--- src/rtl/core/bfba_pkg.sv ---
// ----------------------------------------------------------------------------
// bfba_pkg
// Shared codes, port widths and status types of the best-fit block allocator.
// ----------------------------------------------------------------------------
package bfba_pkg;

	localparam int REQ_W    = 2;
	localparam int SIZE_W   = 21;
	localparam int OFF_W    = 20;
	localparam int STATUS_W = 2;

	typedef enum logic [REQ_W-1:0] {
		REQ_ALLOC   = 2'd0,
		REQ_FREE    = 2'd1,
		REQ_REALLOC = 2'd2
	} req_t;

	typedef enum logic [STATUS_W-1:0] {
		ST_OK    = 2'd0,
		ST_ZERO  = 2'd1,
		ST_POOL  = 2'd2,
		ST_TABLE = 2'd3
	} status_t;

	// Progress of the free-record scan.
	typedef struct packed {
		logic done;
		logic have1;
		logic have2;
	} scan_stat_t;

endpackage

--- src/rtl/core/bfba_free_scan.sv ---
// ----------------------------------------------------------------------------
// bfba_free_scan
// Walks the record valid bits one per cycle and reports the first two free
// records in index order.
// ----------------------------------------------------------------------------
module bfba_free_scan #(
	parameter int MAX_BLOCKS = 256
) (
	input  logic                          clk,
	input  logic                          arst_n,
	input  logic                          kick,
	input  logic [MAX_BLOCKS-1:0]         valid,
	output bfba_pkg::scan_stat_t          stat,
	output logic [$clog2(MAX_BLOCKS)-1:0] idx1,
	output logic [$clog2(MAX_BLOCKS)-1:0] idx2
);
	import bfba_pkg::*;

	localparam int IW = $clog2(MAX_BLOCKS);
	localparam int CW = $clog2(MAX_BLOCKS + 1);
	localparam logic [CW-1:0] LAST = CW'(MAX_BLOCKS);

	logic [CW-1:0] cnt_q;
	logic          run_q;
	logic          have1_q;
	logic          have2_q;
	logic [IW-1:0] idx1_q;
	logic [IW-1:0] idx2_q;

	always_ff @(posedge clk or negedge arst_n) begin
		if (!arst_n) begin
			cnt_q   <= '0;
			run_q   <= 1'b0;
			have1_q <= 1'b0;
			have2_q <= 1'b0;
		end else if (kick) begin
			cnt_q   <= '0;
			run_q   <= 1'b1;
			have1_q <= 1'b0;
			have2_q <= 1'b0;
		end else if (run_q) begin
			if (cnt_q == LAST) begin
				run_q <= 1'b0;
			end else begin
				if (!valid[cnt_q[IW-1:0]]) begin
					if (!have1_q) begin
						have1_q <= 1'b1;
						idx1_q  <= cnt_q[IW-1:0];
					end else begin
						have2_q <= 1'b1;
						idx2_q  <= cnt_q[IW-1:0];
						run_q   <= 1'b0;
					end
				end
				cnt_q <= cnt_q + CW'(1);
			end
		end
	end

	assign stat.done  = !run_q;
	assign stat.have1 = have1_q;
	assign stat.have2 = have2_q;
	assign idx1       = idx1_q;
	assign idx2       = idx2_q;

endmodule

--- config.mk ---
export PLATFORM = sky130hd
export DESIGN_NAME = bfba_free_scan
export DESIGN_NICKNAME = d
export VERILOG_FILES = /design/src/rtl/core/bfba_pkg.sv /design/src/rtl/core/bfba_free_scan.sv
export SDC_FILE = /design/constraint.sdc
export NUM_CORES = 1
export LEC_CHECK = 0
export BUFFER_PORTS_ARGS = -buffer_cell sky130_fd_sc_hd__clkbuf_2
export CAP_MARGIN = 40
export CORE_ASPECT_RATIO = 2
export CORE_UTILIZATION = 30
export DETAILED_ROUTE_END_ITERATION = 10
export HOLD_SLACK_MARGIN = 0.1
export SYNTH_ARGS = -nofsm -noshare
export SYNTH_HDL_FRONTEND = slang
export SYNTH_SLANG_ARGS = --single-unit
--- constraint.sdc ---
create_clock -name clk -period 6.9 [get_ports clk]
set_input_delay 0 -clock clk [delete_from_list [all_inputs] [get_ports clk]]
set_output_delay 0 -clock clk [all_outputs]
set_load 0.05 [all_outputs]
-- Word level (Yosys, flattened, before mapping)
Cells that the tools add are included.
- add/subtract/negate cells: 1
- magnitude comparators: 1
- equality and inequality tests: 3
- mux-type cells: 19
- bitwise gates (word level): 4
- reduce and logical (&&, ||, !) cells: 8
- operator list (operator ; number):
    $mux W9 ; 3
    $mux W1 ; 15
    $reduce_and A6 Y1 ; 2
    $add A9 B1 Y9 const B ; 1
    $eq A9 B9 Y1 const B ; 1
    $lt A8 B9 Y1 const B ; 1
    $bmux W1 S8 ; 1
    $ne A2 B2 Y1 const B ; 2
    $not A1 Y1 ; 4
    $reduce_and A4 Y1 ; 1
    $reduce_bool A2 Y1 ; 2
    $reduce_and A3 Y1 ; 1
    $reduce_and A2 Y1 ; 1
    $logic_not A1 Y1 ; 1
- flip-flop bits (word level): 28
- input bits: 259

-- Logic depth before layout (Yosys ltp)
- word-level depth: 6
- mapped depth: 12

-- Worst setup path after synthesis
Ideal clock, no wire load.
- path type: register to register
- start point: register cnt_q[0]
- end point: register idx2_q[0], in the netlist idx2[0] (enable)
- library setup time: 0.395 ns
- arrival time: 2.953 ns
- data required time: 6.505 ns
- path slack: 3.552 ns
- cell stages (with the launch flop): 11
- buffers on the path: 4
- period minus slack after synthesis: 3.348 ns
- path through: dfrtp_1 buf_6 buf_8 buf_6 buf_4 inv_1 ha_1 nor4bb_1 a31oi_1 inv_1 nor4_1
- longest elaborated chain between the ends: 4
- elaborated cells on any way between the ends: 6
- ends and longest elaborated chain (item ; RTL line ; source):
    start, declared ; bfba_free_scan.sv:23 ; logic [CW-1:0] cnt_q;
    start signal, assigned ; bfba_free_scan.sv:55 ; cnt_q <= cnt_q + CW'(1);
    $bmux W1 S8 ; bfba_free_scan.sv:45 ; if (!valid[cnt_q[IW-1:0]]) begin
    $mux W1 (not written as such) ; bfba_free_scan.sv:45 ;
    $not A1 Y1 (no source line) ; n/a ;
    $reduce_and A6 Y1 (no source line) * ; n/a ;
    end signal, assigned ; bfba_free_scan.sv:51 ; idx2_q <= cnt_q[IW-1:0];
    end, declared ; bfba_free_scan.sv:28 ; logic [IW-1:0] idx2_q;
Mark *: on every way between the ends. The rest lies on a longest branch, timed or not. The select of a mux whose other input is x is not followed.
A chain may end at the register's enable or synchronous reset.

-- Final worst setup path
- start point: register cnt_q[0]
- end point: register idx2_q[7], in the netlist idx2[7] (enable)
Same word-level chain as after synthesis.

==> flow_summary.json <==
{
  "cts_tree": "built",
  "p_leak_nw": 2.332,
  "critPathMaxStageDelay_ps": 790,
  "root_buffer": "clkbuf_16",
  "layout-drive-gt1-share_pct": 64.08,
  "critPathCaptureType": "flop",
  "overflow": 0,
  "synth_edf_count": 16,
  "synth_area_leaders": "mux4_2 30%, edfxtp_1 14%, mux2i_1 11%",
  "synth_top_cell_by_area": "mux4_2",
  "syn_area_um2": 3490,
  "dieArea_um2": 12090,
  "wl_per_cell_um": 19.84,
  "via_per_inst": 5.366,
  "cp_top_family": "simple AND/OR/NAND/NOR gates",
  "cellPowerDensity_nw_per_um2": 246.8,
  "synthCells": 298,
  "hp-class": "primary input to flop",
  "synth_area_per_cell_um2": 11.71,
  "grt_max_degree": 46,
  "grt_pass1_wl_um": 20740,
  "yosysWarnings": 0,
  "rows": 55,
  "worstSetupPathType": "flop to flop",
  "path_clk_slew_ps": 70,
  "drt_iter0_markers": 197,
  "async_flop_share_pct": 42.86,
  "reg2reg_to": "idx2[7]",
  "die_h_um": 154.5,
  "portBuffers": 277,
  "path_depth": 7,
  "ys_ff_latch": 28,
  "skew_ps": 5.055,
  "finalCritPeriodShare_pct": 54.50,
  "finalCriticalPeriod_ps": 3760,
  "syn_nets": 559,
  "cp_data_required_time_ps": 6780,
  "numCtsBuffers": 3,
  "place_area_um2": 4925,
  "fmax_mhz": 265.9,
  "antenna_found_initial": 0,
  "worstMarginPinSlew_ps": 862.1,
  "crit_end": "idx2[7]",
  "cts_sinks": 28,
  "chipWidth_um": 78.26,
  "finalHoldViolCount": 0,
  "fin_util_pct": 44.66,
  "vdd_drop_max_v": 0.0001266,
  "slew_viol_final": 0,
  "gp_congestion": 0.8405,
  "design.portCount": 278,
  "htreeDepth": 1,
  "crit_buf_inv": 1,
  "layout_common_cells": "277 x clkbuf_2, 46 x mux4_2, 39 x mux2i_1",
  "synth_cell_types": 58,
  "grt_use_total_pct": 22.60,
  "yosysSeqAreaShare_pct": 22.37,
  "ys.flop_type": "edfxtp_1",
  "post-route-drc-count": 0,
  "clkLatencyLatePin_ps": 260,
  "rsz0062_at_grt": "no",
  "final_nets": 816,
  "diodes": 0,
  "layout_commonest_cell": "clkbuf_2",
  "path_max_fanout": 31,
  "totalWireLength_um": 13810,
  "synth_top_area_share_pct": 29.69,
  "cp.arrival_ps": 3640,
  "finalSetupViolations": 0,
  "areaGrowthSynthToFinish_pct": 44.42,
  "dr.pass1.iters": 4,
  "start_kind": "flop",
  "maxCapViolations": 0,
  "ctsResizeCount": 0,
  "ctsLongestPathBuffers": 2,
  "r2r_slack_ps": 3140,
  "antenna_left": 0,
  "r2r-start": "cnt_q[0]",
  "crit_slowest_cell": "nor4_2",
  "outcome": "finished clean",
  "n_fill_cell": 1137,
  "worstPathCellList": "buf_4 -> mux4_2 -> and3_1 -> o41ai_2 -> a311oi_1 -> a2bb2oi_2 -> nor4_2",
  "core_um2": 11290,
  "dp_hpwl_um": 11870,
  "fin_area_um2": 5040,
  "relSlewSlack_pct": 42.04,
  "critPathLaunch": "cnt_q[0]",
  "fin_tns_setup_ps": 0,
  "first_global_vias": 3889,
  "r2r_cells": 7,
  "vias": 3735,
  "initial_core_util_pct": 30.92
}
## cells in the mapped netlist, drive strengths merged (2+ instances only)
master	count
buf	24
a311oi	2
nand2	16
ha	2
nand2b	3
nor2b	4
nand3	13
mux2	8
a31oi	4
edfxtp	16
o22ai	2
a22oi	12
nor4	3
xnor2	6
o41ai	4
a2111oi	2
nor2	17
nand3b	2
and3	8
mux2i	39
a32oi	2
inv	6
o21ai	2
nand4	6
mux4	46
dfrtp	12
a21oi	5
clkbuf	9
nor3	4
a211oi	2
## state kept, by name (all words and copies together), names as in the netlist
register	cells
cnt_q	9
have1_q	1
have2_q	1
idx1	8
idx2	8
run_q	1
## metal layers
layer | routed length [µm] | vias up | track usage (%)
met5 | 0 | - | 0
met4 | 388 | 0 | 6.966
met3 | 765 | 20 | 2.537
met2 | 8005 | 206 | 45.53
met1 | 4645 | 1778 | 23.38
li1 | - | 1731 | -
## how the worst min path moves through the flow
stage / start / endpoint / slack, ps / depth (start not counted)
detailed placement: arst_n / cnt_q[0] / -70 / 1
global route: kick / cnt_q[0] / 150 / 2
floorplan: arst_n / cnt_q[0] / -300 / 0
global placement: arst_n / cnt_q[0] / -80 / 1
finish: kick / cnt_q[5] / 150 / 2
CTS: kick / cnt_q[5] / 150 / 2
## power breakdown
| part | internal [W] | leakage (nW) | switching, W |
|---|---|---|---|
| clock | 0.000115 | 0.0511 | 0.0000526 |
| sequential | 0.000207 | 0.304 | 0.0000442 |
| combinational | 0.000422 | 1.98 | 0.000402 |
## stage by stage
stage / total power, W / hold slack (ps) / setup slack [ps] / std cells
floorplan: 0.0009210 / -295.6 / 3552 / 298
global placement: 0.001054 / -76.25 / 2650 / 688
detailed placement: 0.001092 / -72.15 / 3116 / 691
CTS: 0.001264 / 149.2 / 3081 / 696
global route: 0.001332 / 153.6 / 2883 / 696
finish: 0.001244 / 147.5 / 3140 / 696
## cell type report
type / instances / area [µm²] / share of cell area (%)
Clock buffer: 3 / 75.07 / 1.490
Clock inverter: 1 / 30.03 / 0.5958
Inverter: 7 / 26.28 / 0.5214
Multi-Input combinational cell: 230 / 2465 / 48.91
Sequential cell: 28 / 787.0 / 15.62
Tap cell: 142 / 177.7 / 3.525
Timing Repair Buffer: 285 / 1479 / 29.34
## logic make-up (layout without fill, tap and decap cells)
family	after synthesis	count (layout)	share of synthesized area (%)
buffers and inverters	40	296	7.171
muxes	93	93	43.56
xor gates and xnor gates	7	7	1.757
AOI/OAI and AO/OA	48	48	12.19
adders and majority gates	2	2	0.7170
DFF	28	28	22.37
and+or+nand+nor	80	80	12.23
## repair_timing
| action | in CTS | in global routing |
|---|---|---|
| endpoints found under the hold margin | 12 | 0 |
| setup buffers | 0 | 0 |
| setup endpoints to repair | 0 | 0 |
| hold buffers | 1 | 0 |
No activity file was read; power rests on OpenSTA's default activity.
